==> src/rtl/qet_pkg.sv <==
// Package for the quadratic escape-time block: widths, register indexes,
// saturating Q6.26 helpers. No dependencies.
package qet_pkg;
   localparam int COORD_BITS = 12;
   localparam int ITER_BITS  = 10;
   localparam int WORD_BITS  = 32;
   localparam int FRAC_BITS  = 26;
   localparam int ADDR_BITS  = 5;

   typedef logic signed [WORD_BITS-1:0] word_type;
   typedef logic [COORD_BITS-1:0] coord_type;
   typedef logic [ITER_BITS-1:0]  iter_type;

   typedef enum logic [2:0] {
      REG_SCALE  = 3'd0,
      REG_ORG_RE = 3'd1,
      REG_ORG_IM = 3'd2,
      REG_SEED_RE = 3'd3,
      REG_SEED_IM = 3'd4,
      REG_LIMIT  = 3'd5,
      REG_MODE   = 3'd6,
      REG_RADIUS = 3'd7
   } reg_index_type;

   typedef struct packed {
      word_type zr;
      word_type zi;
      word_type cr;
      word_type ci;
      coord_type col;
      coord_type row;
   } job_type;

   localparam word_type WMAX = {1'b0, {(WORD_BITS-1){1'b1}}};
   localparam word_type WMIN = {1'b1, {(WORD_BITS-1){1'b0}}};

   function automatic word_type sat_wide(input logic signed [WORD_BITS+1:0] v);
      if (v > $signed({{2{1'b0}}, WMAX})) return WMAX;
      if (v < $signed({{2{1'b1}}, WMIN})) return WMIN;
      return v[WORD_BITS-1:0];
   endfunction

   function automatic word_type sat_add(input word_type a, input word_type b);
      logic signed [WORD_BITS+1:0] s;
      s = {{2{a[WORD_BITS-1]}}, a} + {{2{b[WORD_BITS-1]}}, b};
      return sat_wide(s);
   endfunction

   function automatic word_type sat_sub(input word_type a, input word_type b);
      logic signed [WORD_BITS+1:0] s;
      s = {{2{a[WORD_BITS-1]}}, a} - {{2{b[WORD_BITS-1]}}, b};
      return sat_wide(s);
   endfunction

   // floor-rounded product shifted down, saturated
   function automatic word_type scale_prod(input logic signed [2*WORD_BITS-1:0] p);
      logic signed [2*WORD_BITS-1:0] q;
      q = p >>> FRAC_BITS;
      if (q > $signed({{WORD_BITS{1'b0}}, WMAX})) return WMAX;
      if (q < $signed({{WORD_BITS{1'b1}}, WMIN})) return WMIN;
      return q[WORD_BITS-1:0];
   endfunction
endpackage

==> src/rtl/qet_front.sv <==
// Front end: maps a pixel to the complex plane and builds the start job.
// Depends on qet_pkg.
module qet_front (
   input  logic              clock,
   input  logic              reset,
   input  logic              req_valid,
   output logic              req_ready,
   input  qet_pkg::coord_type req_pixel_col,
   input  qet_pkg::coord_type req_pixel_row,
   input  logic [30:0]       scale,
   input  qet_pkg::word_type org_re,
   input  qet_pkg::word_type org_im,
   input  qet_pkg::word_type seed_re,
   input  qet_pkg::word_type seed_im,
   input  logic              mode,
   output logic              job_valid,
   input  logic              job_ready,
   output qet_pkg::job_type  job
);
   import qet_pkg::*;

   logic      s1_valid_ff, s1_valid_in;
   coord_type s1_col_ff, s1_row_ff;
   logic signed [WORD_BITS+12:0] pr_ff, pi_ff;
   logic      s2_valid_ff, s2_valid_in;
   job_type   s2_job_ff, s2_job_in;
   logic      adv1, adv2;
   word_type  pr, pi;

   assign adv2 = !s2_valid_ff || job_ready;
   assign adv1 = !s1_valid_ff || adv2;
   assign req_ready = adv1;
   assign s1_valid_in = adv1 ? req_valid : s1_valid_ff;
   assign s2_valid_in = adv2 ? s1_valid_ff : s2_valid_ff;

   always_comb begin
      pr = (pr_ff > $signed({13'd0, WMAX})) ? WMAX : pr_ff[WORD_BITS-1:0];
      pi = (pi_ff > $signed({13'd0, WMAX})) ? WMAX : pi_ff[WORD_BITS-1:0];
      s2_job_in.col = s1_col_ff;
      s2_job_in.row = s1_row_ff;
      if (mode) begin
         s2_job_in.zr = sat_add(pr, org_re);
         s2_job_in.zi = sat_add(pi, org_im);
         s2_job_in.cr = seed_re;
         s2_job_in.ci = seed_im;
      end else begin
         s2_job_in.zr = '0;
         s2_job_in.zi = '0;
         s2_job_in.cr = sat_add(pr, org_re);
         s2_job_in.ci = sat_add(pi, org_im);
      end
   end

   always_ff @(posedge clock) begin
      if (reset) begin
         s1_valid_ff <= 1'b0;
         s2_valid_ff <= 1'b0;
      end else begin
         s1_valid_ff <= s1_valid_in;
         s2_valid_ff <= s2_valid_in;
      end
      if (adv1 && req_valid) begin
         s1_col_ff <= req_pixel_col;
         s1_row_ff <= req_pixel_row;
         pr_ff <= $signed({1'b0, req_pixel_col}) * $signed({1'b0, scale});
         pi_ff <= $signed({1'b0, req_pixel_row}) * $signed({1'b0, scale});
      end
      if (adv2 && s1_valid_ff) s2_job_ff <= s2_job_in;
   end

   assign job_valid = s2_valid_ff;
   assign job = s2_job_ff;
endmodule

==> config.mk <==
export PLATFORM = sky130hd
export DESIGN_NAME = qet_front
export DESIGN_NICKNAME = d
export VERILOG_FILES = /design/src/rtl/qet_pkg.sv /design/src/rtl/qet_front.sv
export SDC_FILE = /design/constraint.sdc
export NUM_CORES = 2
export LEC_CHECK = 0
export CAP_MARGIN = 20
export CORE_MARGIN = 3
export CORE_UTILIZATION = 60
export DETAILED_ROUTE_END_ITERATION = 10
export DONT_BUFFER_PORTS = 1
export GPL_ROUTABILITY_DRIVEN = 1
export PLACE_DENSITY = 0.76
export SYNTH_ARGS = -nofsm -noshare
export SYNTH_HDL_FRONTEND = slang
export SYNTH_SLANG_ARGS = --single-unit
==> constraint.sdc <==
create_clock -name clock -period 8.7 [get_ports clock]
set_input_delay 0 -clock clock [delete_from_list [all_inputs] [get_ports clock]]
set_output_delay 0 -clock clock [all_outputs]
set_load 0.01 [all_outputs]
==> out/metrics.csv <==
stage,metric,value,unit
status,status,completed,
synth,Main synth FF type,edfxtp_1,
clocking,Worst-path clk slew,60,ps
routing,Routed Antenna Nets,0,
pwr,switch share,0.4614,
global_route,antenna violations before repair,0,
clocking,Root Buffer,clkbuf_16,
pwr,Net Switching,6.230,mW
pwr,Max rail drop VDD,0.3435,mV
synth,Synth top area share,0.3246,
clocking,total CTS buffers,29,
clocking,worst skew pair latency,610,ps
layout,layout cells sized above 1,0.03582,
routing,Starting DRT DRC Count,2167,
timing,Slew HR,0.2333,
layout,Ant. Diodes,0,
clocking,CTS H-Tree Depth,1,
layout,Area Overhead vs Synth,9.104,%
routing,first-pass detailed-route iteration total,8,
routing,Via density,5.851,
timing,final hold viol count,0,
run,max-cap violations,0,
timing,fin. max-slew vios,0,
timing,slew of the pin with the lowest slew margin,1150,ps
timing,clk_skew,21.64,ps
routing,DRT Wirelength,88910,um
pwr,Power Dens Cells,344.7,mW/mm^2
critical_path,crit path max fanout,35,
pwr,Pwr Total,13.50,mW
placement,Post-Place Cell Area,0.03612,sq mm
synth,sequential area share after synthesis,0.2203,
routing,via count,27230,
layout,nets@finish,4856,
critical_path,critical path class,flop to flop,
routing,DR WL/cell,19.11,um
timing,RSZ-0062 raised after global routing,no,
synth,Post-synth EDFFs,262,
die,core area,0.05913,sq mm
global_route,first-pass GRT wire length,144400,um
synth,synthesized area,0.03590,sq mm
global_route,total congestion overflow,0,
synth,average cell area after synthesis,9.397,sq um
timing,Fin Setup TNS,0,ps
layout,Final Cell Area,0.03917,sq mm
global_route,largest net degree at the start of global routing,77,
synth,synth top area cells,"fa_1, edfxtp_1, ha_1",
critical_path,critical path arrival,6850,ps
synth,Syn. warnings,0,
critical_path,startpoint types,flop,
clocking,Clock Path Buffers,3,
pwr,Flop pwr share,0.171,
die,Rows,89,
timing,setup violators final,0,
placement,I/O Buffers,0,
critical_path,Setup crit end kind,flop,
die,die area,0.06280,sq mm
routing,DR DRC count,0,
critical_path,WP data required,9040,ps
pwr,leakage power,17.38,nW
clocking,clock sink count,264,
global_route,vias in the first global route,27930,
critical_path,FF-to-FF setup slack,2190,ps
synth,library cells used by synthesis,85,
pwr,internal power,7.272,mW
placement,DP Wirelength,65290,um
timing,Period minus WS final,6511,ps
pwr,Comb pwr share,0.724,
synth,async set-or-reset flop fraction in the synthesized netlist,0,
placement,Routability Congestion,0.9060,
die,Ports,342,
timing,period utilization,0.7484,
die,DIE WIDTH,250.6,um
timing,Min Hold Slack,27.47,ps
clocking,CTS tree,yes,
die,die span in y,250.6,um
timing,Max Clk Rate,153.6,MHz
worst_hold_path,Hold Path Class,primary input to flop,
pwr,clock power share,0.105,
die,Initial Utilization,0.6071,
global_route,Global Route Usage Sum,0.2863,
synth,Yosys top cell by area,fa_1,
synth,count of state elements after synthesis,264,
synth,Gate Count Post-Synth,3820,
==> metrics by stage <==
| stage | utilization | setup slack (ps) | cells |
|---|---|---|---|
| after floorplan | - | 795.8 | 3821 |
| after global placement | 0.6109 | 2986 | 4406 |
| after detailed placement | 0.6109 | 2718 | 4406 |
| after CTS | 0.6624 | 2368 | 4653 |
| after global routing | 0.6624 | 1784 | 4653 |
| final | 0.6624 | 2189 | 4653 |
==> path summary, 6_finish.rpt <==
path                      start  endpoint  cells past startpoint
setup / recovery      pr_ff[42]   job[86]                     15
hold / removal         scale[0]  pi_ff[2]                      4
hold reg to reg   s1_row_ff[10]   job[10]                      0
setup reg to reg      pr_ff[42]   job[86]                     15
==> flip-flops by register name, summed over array words and instances (netlist names) <==
name and flops:
s1_row_ff 12, s1_col_ff 12, pi_ff 43, job_valid 1
job 152, s1_valid_ff 1, pr_ff 43
==> power by group through the flow <==
stage | sequential [mW] | combinational (mW) | clock (mW)
after CTS | 2.31 | 9.79 | 1.44
after floorplan | 2.30 | 7.74 | 0
after global placement | 2.32 | 9.45 | 0
after global routing | 2.32 | 11.1 | 1.49
final | 2.30 | 9.78 | 1.42
after detailed placement | 2.33 | 9.64 | 0
==> layer usage <==
layer	up-vias	part of all wire	track usage	routed length [um]
met5	-	0	0	0
met4	0	0.035	0.09068	3115
met3	206	0.085	0.05545	7581
met2	1224	0.50	0.4944	44090
met1	13580	0.38	0.3665	34120
li1	12210	-	-	-
==> Yosys cell counts, types with 7 or more instances <==
master / n
xor2_1: 34
o211ai_1: 10
a211o_1: 8
o31ai_1: 8
o21ai_1: 29
o21ai_0: 118
and2_1: 232
o21bai_1: 19
a211oi_1: 18
xnor2_1: 76
nor3_1: 26
nor2_1: 207
and3_1: 17
inv_1: 565
a31oi_1: 16
a21o_1: 54
buf_4: 7
nand2_1: 679
nand3_1: 30
fa_1: 582
edfxtp_1: 262
clkbuf_1: 173
nand2b_1: 13
or2_2: 65
or3_1: 13
ha_1: 227
a21oi_1: 137
nor2b_1: 18
a21boi_0: 9
nor4_1: 10
o21a_1: 24
nand4_1: 19
==> worst max-delay path: stages, from the launching register on <==
cell and delay [ps]:
edfxtp_1 380, nor4_1 350, nand3_1 750, or2_2 590, ha_1 230, fa_1 430
a211oi_1 350, o21a_1 210, o211a_1 270, a211o_1 180, a31oi_1 110, a21oi_1 600
nor2_4 320, o31ai_1 590, o21ai_0 230, dlygate4sd3_1 610
==> layout make-up <==
type | count | area [sq um]
clock buffers | 32 | 737.0
clock inverters | 20 | 344.1
fillers | 4577 | 19970
inverters | 565 | 2121
multi-input cells | 2800 | 25100
flip-flops and latches | 264 | 7908
well taps | 773 | 967.2
repair buffers | 199 | 1992
==> placed cells by master, fill, tap and decap left out, drive strengths merged, types with 19 or more instances in the layout <==
master         n
nand2        681
fa           582
inv          567
edfxtp       262
and2         232
ha           227
nor2         209
dlygate4sd3  194
o21ai        148
a21oi        139
xnor2         76
or2           68
a21o          54
xor2          35
clkbuf        32
nand3         30
nor3          26
o21a          24
o21bai        20
nand4         19
==> timing repair <==
item                      CTS  global route
buffers inserted            0             0
resized for setup           0             0
hold buffers              195             0
hold endpoints to repair  185             0
==> kinds of logic (layout without fill, tap and decap cells) <==
| logic type | Yosys count | after routing | share of synthesized area |
|---|---|---|---|
| simple gates | 1366 | 1366 | 0.1766 |
| other cells | 1 | 2 | 0.0001045 |
| buf+inv | 757 | 816 | 0.08097 |
| mux | 5 | 5 | 0.001534 |
| xor+xnor | 111 | 111 | 0.02729 |
| fa+ha+maj | 809 | 809 | 0.4037 |
| flops | 264 | 264 | 0.2203 |
| compound gates | 507 | 507 | 0.08951 |
Note: power is estimated with default switching activity, not from simulation.
