### src/rtl/qet_pkg.sv
// Package for the quadratic escape-time block: widths, register indexes,
// saturating Q6.26 helpers. No dependencies.
package qet_pkg;
   localparam int COORD_BITS = 12;
   localparam int ITER_BITS  = 10;
   localparam int WORD_BITS  = 32;
   localparam int FRAC_BITS  = 26;
   localparam int ADDR_BITS  = 5;

   typedef logic signed [WORD_BITS-1:0] word_type;
   typedef logic [COORD_BITS-1:0] coord_type;
   typedef logic [ITER_BITS-1:0]  iter_type;

   typedef enum logic [2:0] {
      REG_SCALE  = 3'd0,
      REG_ORG_RE = 3'd1,
      REG_ORG_IM = 3'd2,
      REG_SEED_RE = 3'd3,
      REG_SEED_IM = 3'd4,
      REG_LIMIT  = 3'd5,
      REG_MODE   = 3'd6,
      REG_RADIUS = 3'd7
   } reg_index_type;

   typedef struct packed {
      word_type zr;
      word_type zi;
      word_type cr;
      word_type ci;
      coord_type col;
      coord_type row;
   } job_type;

   localparam word_type WMAX = {1'b0, {(WORD_BITS-1){1'b1}}};
   localparam word_type WMIN = {1'b1, {(WORD_BITS-1){1'b0}}};

   function automatic word_type sat_wide(input logic signed [WORD_BITS+1:0] v);
      if (v > $signed({{2{1'b0}}, WMAX})) return WMAX;
      if (v < $signed({{2{1'b1}}, WMIN})) return WMIN;
      return v[WORD_BITS-1:0];
   endfunction

   function automatic word_type sat_add(input word_type a, input word_type b);
      logic signed [WORD_BITS+1:0] s;
      s = {{2{a[WORD_BITS-1]}}, a} + {{2{b[WORD_BITS-1]}}, b};
      return sat_wide(s);
   endfunction

   function automatic word_type sat_sub(input word_type a, input word_type b);
      logic signed [WORD_BITS+1:0] s;
      s = {{2{a[WORD_BITS-1]}}, a} - {{2{b[WORD_BITS-1]}}, b};
      return sat_wide(s);
   endfunction

   // floor-rounded product shifted down, saturated
   function automatic word_type scale_prod(input logic signed [2*WORD_BITS-1:0] p);
      logic signed [2*WORD_BITS-1:0] q;
      q = p >>> FRAC_BITS;
      if (q > $signed({{WORD_BITS{1'b0}}, WMAX})) return WMAX;
      if (q < $signed({{WORD_BITS{1'b1}}, WMIN})) return WMIN;
      return q[WORD_BITS-1:0];
   endfunction
endpackage

### src/rtl/qet_queue.sv
// Two-entry job queue between front end and iteration engine.
// Depends on qet_pkg.
module qet_queue (
   input  logic             clock,
   input  logic             reset,
   input  logic             in_valid,
   output logic             in_ready,
   input  qet_pkg::job_type in_job,
   output logic             out_valid,
   input  logic             out_ready,
   output qet_pkg::job_type out_job
);
   import qet_pkg::*;

   job_type    mem_ff [2];
   logic       wp_ff, wp_in, rp_ff, rp_in;
   logic [1:0] cnt_ff, cnt_in;
   logic       push, pop;

   assign in_ready = cnt_ff != 2'd2;
   assign out_valid = cnt_ff != 2'd0;
   assign push = in_valid && in_ready;
   assign pop = out_valid && out_ready;
   assign wp_in = push ? !wp_ff : wp_ff;
   assign rp_in = pop ? !rp_ff : rp_ff;
   assign cnt_in = cnt_ff + {1'b0, push} - {1'b0, pop};
   assign out_job = mem_ff[rp_ff];

   always_ff @(posedge clock) begin
      if (reset) begin
         wp_ff <= 1'b0;
         rp_ff <= 1'b0;
         cnt_ff <= 2'd0;
      end else begin
         wp_ff <= wp_in;
         rp_ff <= rp_in;
         cnt_ff <= cnt_in;
      end
      if (push) mem_ff[wp_ff] <= in_job;
   end
endmodule

### config.mk
export PLATFORM = sky130hd
export DESIGN_NAME = qet_queue
export DESIGN_NICKNAME = d
export VERILOG_FILES = /design/src/rtl/qet_pkg.sv /design/src/rtl/qet_queue.sv
export SDC_FILE = /design/constraint.sdc
export NUM_CORES = 1
export LEC_CHECK = 0
export BUFFER_PORTS_ARGS = -buffer_cell sky130_fd_sc_hd__buf_4
export CAP_MARGIN = 20
export CORE_MARGIN = 3
export CORE_UTILIZATION = 50
export CTS_BUF_LIST = sky130_fd_sc_hd__clkbuf_8 sky130_fd_sc_hd__clkbuf_16
export CTS_CLUSTER_SIZE = 16
export DETAILED_ROUTE_END_ITERATION = 7
export PLACE_DENSITY_LB_ADDON = 0.1
export SLEW_MARGIN = 25
export SYNTH_ARGS = -nofsm -noshare
export SYNTH_HDL_FRONTEND = slang
export SYNTH_SLANG_ARGS = --single-unit
### constraint.sdc
create_clock -name clock -period 5.6 [get_ports clock]
set_input_delay 0.28 -clock clock [delete_from_list [all_inputs] [get_ports clock]]
set_output_delay 0.28 -clock clock [all_outputs]
set_load 0.02 [all_outputs]
==> results.py, run 1 <==
metrics = {
    "cells_and_area": {
        "area_delta_synth_final_pct": 44.43,
        "nFillCells": 1269,
        "final_cell_mix": "310 x buf_4, 304 x edfxtp_1, 153 x dlygate4sd3_1, 80 x mux2_4, 72 x mux2_2",
        "regArea_um2": 9233,
        "nets": 1142,
        "drive_gt1_share_pct": 50.55,
        "finalCoreUtilization_pct": 75.01,
        "final_common_cell": "buf_4",
        "final_area_um2": 16670,
        "multiInputGateArea_um2": 2170,
        "diodes": 0,
    },
    "clocking": {
        "clock_sinks": 309,
        "cts_hold_buf": 153,
        "htreeDepth": 1,
        "cts-buffers-inserted": 31,
        "post-cts-setup-buffers": 0,
        "cts-root-buf": "clkbuf_16",
        "cts_resized": 0,
        "cts_buffer_depth": 3,
        "path_clk_slew_ns": 0.06,
        "clock_latency_ns": 0.54,
        "cts_tree": "built",
    },
    "power_and_ir_drop": {
        "power_per_cell_area_nw_per_um2": 395.2,
        "p_leak_nw": 6.458,
        "ir_drop_uv": 315.8,
        "finalPower_mw": 6.590,
    },
    "routing": {
        "drt-vias-per-instance": 4.991,
        "ant_nets": 0,
        "via_count": 6434,
        "maxUsedRoutingLayer": "met4",
        "met1_length_um": 9732,
        "wl_met2_um": 12800,
        "route.detailed.drc": 0,
        "drtIter0Drc": 328,
        "dr_wl_met3_um": 1913,
        "wl_per_cell_um": 19.46,
        "drt_wl_total_um": 25090,
        "firstDrtPassIters": 4,
    },
    "worst_setup_path": {
        "crit_path_end_kind": "primary output",
        "crit_type": "reg -> out",
        "cp.required_ns": 5.32,
        "cp_max_fo": 85,
        "crit_arrival_ns": 2.70,
        "crit_slowest_cell": "dfxtp_4",
        "start_kind": "register",
        "path_cells": "buf_16 -> buf_12 -> mux2_2 -> buf_4",
        "max_stage_delay_ns": 0.62,
    },
    "placed_design": {
        "dp.final_hpwl_um": 15460,
        "port_buffers": 309,
        "place_area_um2": 14150,
        "gp_congestion": 0.7550,
        "dp_slack_ns": 3.048,
    },
    "yosys": {
        "netlist.top_cell.by_area": "edfxtp_1",
        "ys_ff_latch": 309,
        "synth_area_leaders": "edfxtp_1 79%, mux2_4 10%, mux2_2 7.0%",
        "synth_cells": 502,
        "seq_area_frac_synth_pct": 79.94,
        "yosysWarnings": 0,
        "syn_area_um2": 11540,
        "synth_fp_nets": 659,
        "avgSynthCellArea_um2": 23.00,
        "netlist.area_leader.share_pct": 79.07,
        "yosysUniqueCellTypes": 25,
    },
    "grt": {
        "grt_usage_pct": 19.33,
        "grt_pass1_vias": 6864,
        "grt_start_max_net_pins": 120,
        "antenna_found_initial": 0,
        "grt_pass1_wl_um": 37150,
        "grt-ovfl-total": 0,
    },
    "floorplan": {
        "rows": 54,
        "dieHeight_um": 158.0,
        "ios": 310,
        "coreArea_um2": 22230,
        "dieArea_um2": 24950,
        "initial_core_util_pct": 51.94,
        "fp.dieW_um": 158.0,
    },
    "sta": {
        "max_freq_ghz": 0.3361,
        "worst_slack_ns": 2.625,
        "slew_headroom_pct": 39.54,
        "finalHoldViolCount": 0,
        "fin_crit_sh_pct": 53.13,
        "finalSetupViolations": 0,
        "rsz0062_at_grt": "no",
        "clock_skew_ns": 0.01262,
        "slew_viol_final": 0,
        "worst_pin_slew_ns": 0.9070,
        "min_period_ns": 2.975,
        "setup_tns_ns": 0,
    },
    "outcome": {
        "status": "finished, final reports clean",
    },
    "job": {
        "cap_viol_max_count": 0,
    },
    "min_path": {
        "hp-class": "in -> reg",
    },
}
critical path: cells and delay by family (launching register included):
kind                   cells  cell delay [ns]
buffers and inverters      3             0.95
flip-flops                 1             0.62
multiplexers               1             0.42
cell usage after synthesis:
cell,n
dfxtp_1,5
inv_1,1
nor2b_1,1
a21bo_2,1
edfxtp_1,304
xor2_1,1
nand2b_1,1
buf_6,10
o21ba_2,1
o31a_1,1
mux2_4,80
or2_2,1
nor3_1,1
nand3b_1,1
and3_1,2
nor2_1,4
a21oi_1,1
nand3_1,1
and2b_1,1
nor4bb_1,1
mux2_2,72
o21ai_0,2
ha_1,1
buf_2,7
nor4_1,1
report_power, final:
part	total, mW	internal [mW]	leakage, nW	switching (mW)
registers	2.89	2.81	2.89	0.0804
clock network	1.92	1.13	0.505	0.786
logic	1.78	0.883	3.07	0.895
total	6.59	4.83	6.46	1.76
kinds of logic (layout without fill, tap and decap cells):
| kind of cell | Yosys count | after routing | synth area share (%) |
|---|---|---|---|
| simple gates | 15 | 15 | 0.7587 |
| fa+ha+maj | 1 | 1 | 0.1084 |
| flops | 309 | 309 | 79.94 |
| mux | 152 | 152 | 17.43 |
| xor+xnor | 1 | 1 | 0.07588 |
| compound gates | 6 | 6 | 0.3793 |
| buf+inv | 18 | 525 | 1.311 |
worst paths after layout:
check	from	end	cells past startpoint	slack, ns
worst min-delay path	in_valid	wp_ff	3	0.09
worst max-delay path	register	out_job[54]	4	2.62
worst max register to register	cnt_ff[0]	mem_ff[0][96]	4	3.03
worst min register to register	rp_ff	register	2	0.51
per-stage QoR:
step | cells | hold WS (ns)
3_3_place_gp | 1077 | 0.4645
4_1_cts | 1288 | 0.05206
2_1_floorplan | 502 | 0.3491
5_1_grt | 1289 | 0.07883
3_5_place_dp | 1078 | 0.4673
6_report | 1289 | 0.09471
per-layer routing:
| metal | up-vias | GRT usage (%) |
|---|---|---|
| met4 | 0 | 5.449 |
| met2 | 258 | 34.19 |
| li1 | 2972 | - |
| met3 | 51 | 5.659 |
| met1 | 3153 | 23.23 |
| met5 | - | 0 |
state kept, by name, summed over array words and instances, names as in the netlist, named ones only:
register / count
cnt_ff: 2
mem_ff: 304
wp_ff: 1
rp_ff: 1
layout make-up:
| cell class | instances | share of cell area (%) |
|---|---|---|
| Clock buffer | 31 | 4.652 |
| Clock inverter | 26 | 1.133 |
| Inverter | 1 | 0.06753 |
| Multi-Input combinational cell | 175 | 13.01 |
| Sequential cell | 309 | 55.37 |
| Tap cell | 280 | 2.101 |
| Timing Repair Buffer | 467 | 23.67 |
(Power assumes the default switching activity.)
==> run 2: changes to the inputs <==
==> constraint.sdc (replaced) <==
create_clock -name clock -period 2.75 [get_ports clock]
set_input_delay 0.1375 -clock clock [delete_from_list [all_inputs] [get_ports clock]]
set_output_delay 0.1375 -clock clock [all_outputs]
set_load 0.02 [all_outputs]
==> run 2 against run 1 <==
  * Routed wire length is 0.33% lower
  * Non-clock buffer count is 3 higher
  * Hold slack worse by 0.025 ns
  * Power is 120% higher
  * Sequential cell count stayed put
  * Final area is 1.4% higher
  * Global-route usage is 0.098 points higher
  * Sequential power is 100% higher
  * Critical path type unchanged
  * Critical endpoint is now out_job[53]
==> results.py, run 2 (synthesized netlist as in run 1, its figures left out) <==
metrics = {
    "outcome": {
        "status": "finished, final reports clean",
    },
    "sta": {
        "min_period_ns": 2.205,
        "max_freq_ghz": 0.4535,
        "finalHoldViolCount": 0,
        "setup_tns_ns": 0,
        "rsz0062_at_grt": "no",
        "slew_headroom_pct": 49.89,
        "clock_skew_ns": 0.01118,
        "slew_viol_final": 0,
        "finalSetupViolations": 0,
        "worst_pin_slew_ns": 0.7516,
        "worst_slack_ns": 0.5450,
        "fin_crit_sh_pct": 80.18,
    },
    "placed_design": {
        "dp_cells": 1081,
        "dp_slack_ns": 0.9681,
        "gp_congestion": 0.7919,
        "dp.final_hpwl_um": 15160,
        "place_area_um2": 14190,
        "port_buffers": 309,
    },
    "floorplan": {
        "initial_core_util_pct": 51.94,
        "coreArea_um2": 22230,
        "dieHeight_um": 158.0,
        "fp.dieW_um": 158.0,
        "rows": 54,
        "ios": 310,
        "dieArea_um2": 24950,
    },
    "clocking": {
        "cts-root-buf": "clkbuf_16",
        "htreeDepth": 2,
        "clock_latency_ns": 0.49,
        "cts_buffer_depth": 3,
        "cts_tree": "built",
        "cts-buffers-inserted": 34,
        "path_clk_slew_ns": 0.06,
        "clock_sinks": 309,
    },
    "worst_setup_path": {
        "cp_max_fo": 66,
        "cp.required_ns": 2.61,
        "crit_arrival_ns": 2.07,
        "start_kind": "register",
        "regToRegStartpoint": "cnt_ff[0]",
        "crit_type": "reg -> out",
        "crit_path_end_kind": "primary output",
        "worst_r2r_endpoint": "mem_ff[0][89]",
        "rrSetupSlack_ns": 0.95,
        "worstRegToRegCells": 4,
    },
    "power_and_ir_drop": {
        "swShare_pct": 25.95,
        "pwr-share-seq_pct": 41.5,
        "finalPower_mw": 14.19,
        "power_per_cell_area_nw_per_um2": 838.8,
        "pwr-share-comb_pct": 25.6,
        "switchingPower_mw": 3.682,
        "ir_drop_uv": 634.2,
        "p_leak_nw": 6.563,
        "clockPowerShare_pct": 33.0,
        "internal_power_mw": 10.51,
    },
    "routing": {
        "firstDrtPassIters": 4,
        "wl_per_cell_um": 19.29,
        "ant_nets": 0,
        "drtIter0Drc": 294,
        "via_count": 6502,
        "drt-vias-per-instance": 5.017,
        "drt_wl_total_um": 25000,
        "route.detailed.drc": 0,
    },
    "grt": {
        "grt_start_max_net_pins": 106,
        "antenna_found_initial": 0,
        "grt_pass1_wl_um": 37500,
        "grt-ovfl-total": 0,
        "grt_usage_pct": 19.43,
        "grt_pass1_vias": 7030,
    },
    "min_path": {
        "holdPathEnd": "rp_ff",
        "hp-start": "out_ready",
        "min_path_cells": 4,
        "hp-class": "in -> reg",
    },
    "cells_and_area": {
        "final_common_cell": "buf_4",
        "multiInputGateArea_um2": 2177,
        "largest_register_ff_count": 304,
        "regArea_um2": 9235,
        "fin_cells": 1296,
        "nFillCells": 1256,
        "final_cell_mix": "312 x buf_4, 304 x edfxtp_1, 154 x dlygate4sd3_1, 80 x mux2_4, 72 x mux2_2",
        "drive_gt1_share_pct": 51.82,
        "nets": 1148,
        "area_delta_synth_final_pct": 46.53,
        "reg.largest.list": "mem_ff: 304 flops, cnt_ff: 2 flops",
        "final_area_um2": 16920,
        "regMostFlops": "mem_ff",
    },
    "job": {
        "cap_viol_max_count": 0,
    },
}
-- run 2: per-layer routing --
metal / share of wire (%) / GRT usage (%) / vias to the layer above
met4: 2.5 / 6.432 / 0
met2: 52 / 34.30 / 238
met3: 7.9 / 6.178 / 45
li1: - / - / 2980
met5: 0 / 0 / -
met1: 37 / 22.62 / 3239
-- run 2: cell type report --
cell class                      instances  share of cell area [%]
Sequential cell                       309                   54.59
Timing Repair Buffer                  470                   23.43
Multi-Input combinational cell        175                   12.87
Clock buffer                           37                   5.473
Tap cell                              280                   2.071
Clock inverter                         23                   1.501
Inverter                                1                 0.04438
Antenna cell                            1                 0.01479
-- run 2: critical path: stages (launching register included) --
cell and delay, ns:
dfxtp_4 0.57, buf_12 0.38, mux2_2 0.40, buf_4 0.16
-- run 2: power groups by stage --
stage	Sequential (mW)	Combinational, mW	Clock [mW]
detailed placement	5.98	3.45	0
global placement	5.95	3.41	0
floorplan	5.93	2.21	0
finish	5.88	3.63	4.68
global route	5.93	3.82	4.99
CTS	5.89	3.65	4.79
-- run 2: worst max path at each step --
stage              start             end  slack (ns)
5_1_grt         register     out_job[53]        0.44
3_3_place_gp   cnt_ff[0]  mem_ff[0][120]        1.01
4_1_cts         register     out_job[51]        0.50
6_report        register     out_job[53]        0.55
3_5_place_dp   cnt_ff[0]  mem_ff[0][120]        0.97
2_1_floorplan  cnt_ff[0]    mem_ff[0][0]       -0.56
-- run 2: timing repair --
action                    CTS  global route
setup buffers               0             0
hold buffers              154             0
hold endpoints to repair  309             0
resized for setup           0             0
-- run 2: stage by stage --
stage / hold slack [ns] / util (%)
global route: 0.1451 / 76.09
detailed placement: 0.3251 / 63.85
CTS: 0.05813 / 76.09
global placement: 0.3223 / 63.85
finish: 0.06981 / 76.10
floorplan: 0.2017 / -
==> run 3: changes to the inputs <==
==> constraint.sdc (replaced) <==
create_clock -name clock -period 2.1 [get_ports clock]
set_input_delay 0.105 -clock clock [delete_from_list [all_inputs] [get_ports clock]]
set_output_delay 0.105 -clock clock [all_outputs]
set_load 0.02 [all_outputs]
==> run 3 against run 2 <==
  * First-iteration DRC count grew 16%
  * Sequential power grew 31%
  * Largest cell class unchanged
  * Utilization shrank 0.38 points
  * Sequential cell count is the same
  * Critical path depth is the same
  * Clock power grew 5.8%
  * Hold slack gained 0.21 ns
==> results.py, run 3 (synthesized netlist as in run 1, its figures left out) <==
metrics = {
    "sta": {
        "worst_pin_slew_ns": 0.4278,
        "finalSetupViolations": 0,
        "slew_viol_final": 0,
        "max_freq_ghz": 0.4947,
        "clock_skew_ns": 0.01620,
        "slew_headroom_pct": 71.48,
        "finalHoldViolCount": 0,
        "fin_crit_sh_pct": 96.25,
        "min_period_ns": 2.021,
    },
    "worst_setup_path": {
        "path_delay_family": "flip-flops",
        "start_kind": "register",
        "path_cells": "clkbuf_16 -> mux2_2 -> buf_4",
        "crit_slowest_cell": "dfxtp_4",
        "crit_type": "reg -> out",
        "cp.required_ns": 2.00,
        "cp_max_fo": 28,
        "crit_buf_inv": 2,
        "max_stage_delay_ns": 0.51,
        "crit_path_end_kind": "primary output",
        "crit_arrival_ns": 1.92,
    },
    "outcome": {
        "status": "finished, final reports clean",
    },
    "cells_and_area": {
        "nFillCells": 1263,
        "finalCoreUtilization_pct": 75.72,
        "area_delta_synth_final_pct": 45.79,
        "regArea_um2": 9235,
        "final_cell_mix": "311 x buf_4, 304 x edfxtp_1, 156 x dlygate4sd3_1, 81 x mux2_4, 71 x mux2_2",
        "final_common_cell": "buf_4",
        "reg.largest.list": "mem_ff: 304 flops, cnt_ff: 2 flops",
        "largest_register_ff_count": 304,
        "regMostFlops": "mem_ff",
        "final_area_um2": 16830,
        "nets": 1153,
        "multiInputGateArea_um2": 2181,
        "drive_gt1_share_pct": 51.08,
    },
    "min_path": {
        "hp-class": "in -> reg",
    },
    "power_and_ir_drop": {
        "ir_drop_uv": 868.8,
        "p_leak_nw": 6.540,
        "clockPowerShare_pct": 28.2,
        "switchingPower_mw": 4.786,
        "power_per_cell_area_nw_per_um2": 1044,
        "internal_power_mw": 12.78,
        "swShare_pct": 27.24,
        "pwr-share-seq_pct": 43.7,
        "pwr-share-comb_pct": 28.1,
    },
    "clocking": {
        "clock_latency_ns": 0.54,
        "cts-root-buf": "clkbuf_16",
        "post-cts-setup-buffers": 0,
        "path_clk_slew_ns": 0.06,
        "cts_buffer_depth": 3,
        "htreeDepth": 1,
        "cts-buffers-inserted": 31,
        "clock_sinks": 309,
        "cts_tree": "built",
    },
    "routing": {
        "wl_per_cell_um": 19.44,
        "via_count": 6501,
        "drt_wl_total_um": 25320,
        "drt-vias-per-instance": 4.993,
        "ant_nets": 0,
        "route.detailed.drc": 0,
        "drtIter0Drc": 342,
        "firstDrtPassIters": 4,
    },
    "placed_design": {
        "port_buffers": 309,
        "place_area_um2": 14310,
        "gp_congestion": 0.7636,
        "dp.final_hpwl_um": 15620,
    },
    "floorplan": {
        "ios": 310,
        "dieHeight_um": 158.0,
        "dieArea_um2": 24950,
        "rows": 54,
        "fp.dieW_um": 158.0,
        "coreArea_um2": 22230,
        "initial_core_util_pct": 51.94,
    },
    "grt": {
        "grt_pass1_wl_um": 37770,
        "grt_start_max_net_pins": 72,
        "grt_usage_pct": 19.65,
        "grt_pass1_vias": 6970,
        "grt-ovfl-total": 0,
        "antenna_found_initial": 2,
    },
    "job": {
        "cap_viol_max_count": 0,
    },
}
==> run 3: cell types whose count changed in the layout (fill, tap and decap cells not counted), moves of 2 or more <==
cell and change:
bufinv_16 -5, buf_12 +5, clkinv_2 -2, dlygate4sd3_1 +2, clkbuf_16 -5, inv_6 +2, inv_1 +7
==> run 3: through the flow <==
stage	cells	setup TNS (ns)	hold slack (ns)	worst slack (ns)	power, mW
detailed placement	1086	0	0.2924	0.4917	12.44
floorplan	502	-300.99	0.1692	-1.209	10.67
CTS	1299	0	0.2433	0.002559	17.64
global route	1302	-0.003697	0.2518	-0.003697	18.27
finish	1302	0	0.2785	0.07873	17.57
global placement	1086	0	0.2894	0.5390	12.34
==> run 3: final timing paths <==
kind / slack (ns) / cells after the start / to / startpoint
worst max-delay path: 0.08 / 3 / out_job[11] / register
worst min-delay path: 0.28 / 2 / mem_ff[0][12] / in_job[12]
worst max register to register: 0.47 / 4 / mem_ff[0][79] / cnt_ff[0]
worst min register to register: 0.52 / 2 / rp_ff / rp_ff
==> run 3: worst register-to-register path, cell delays in order (launching register included) <==
cell and delay, ns:
dfxtp_2 0.37, nand2b_4 0.16, nand3b_1 0.14, clkinvlp_4 0.18, buf_12 0.34
==> run 3: power by group through the flow <==
stage          Sequential, mW  Combinational [mW]  Clock [mW]
2_1_floorplan            7.77                2.90           0
3_3_place_gp             7.76                4.58           0
3_5_place_dp             7.81                4.64           0
4_1_cts                  7.68                4.91        5.04
5_1_grt                  7.74                5.21        5.32
6_report                 7.68                4.93        4.95
==> run 3: layout make-up <==
| class | instances | share of cell area (%) |
|---|---|---|
| timing repair buffer | 478 | 24.53 |
| antenna | 2 | 0.02974 |
| tap | 280 | 2.081 |
| sequential | 309 | 54.87 |
| clock inverter | 25 | 0.7954 |
| multi-input combinational | 175 | 12.96 |
| inverter | 1 | 0.04460 |
| clock buffer | 32 | 4.691 |
==> run 3: metal layers <==
| metal | global-route usage [%] | wire length (µm) | vias to the layer above |
|---|---|---|---|
| li1 | - | - | 3004 |
| met1 | 22.94 | 9199 | 3185 |
| met2 | 35.38 | 13270 | 259 |
| met3 | 5.768 | 2095 | 53 |
| met4 | 5.694 | 751 | 0 |
| met5 | 0 | 0 | - |
==> run 3: repair_timing <==
action	4_1_cts	5_1_grt
endpoints found under the setup margin	6	44
cloned	0	1
hold endpoints to repair	309	0
resized for setup	2	0
hold buffers	156	0
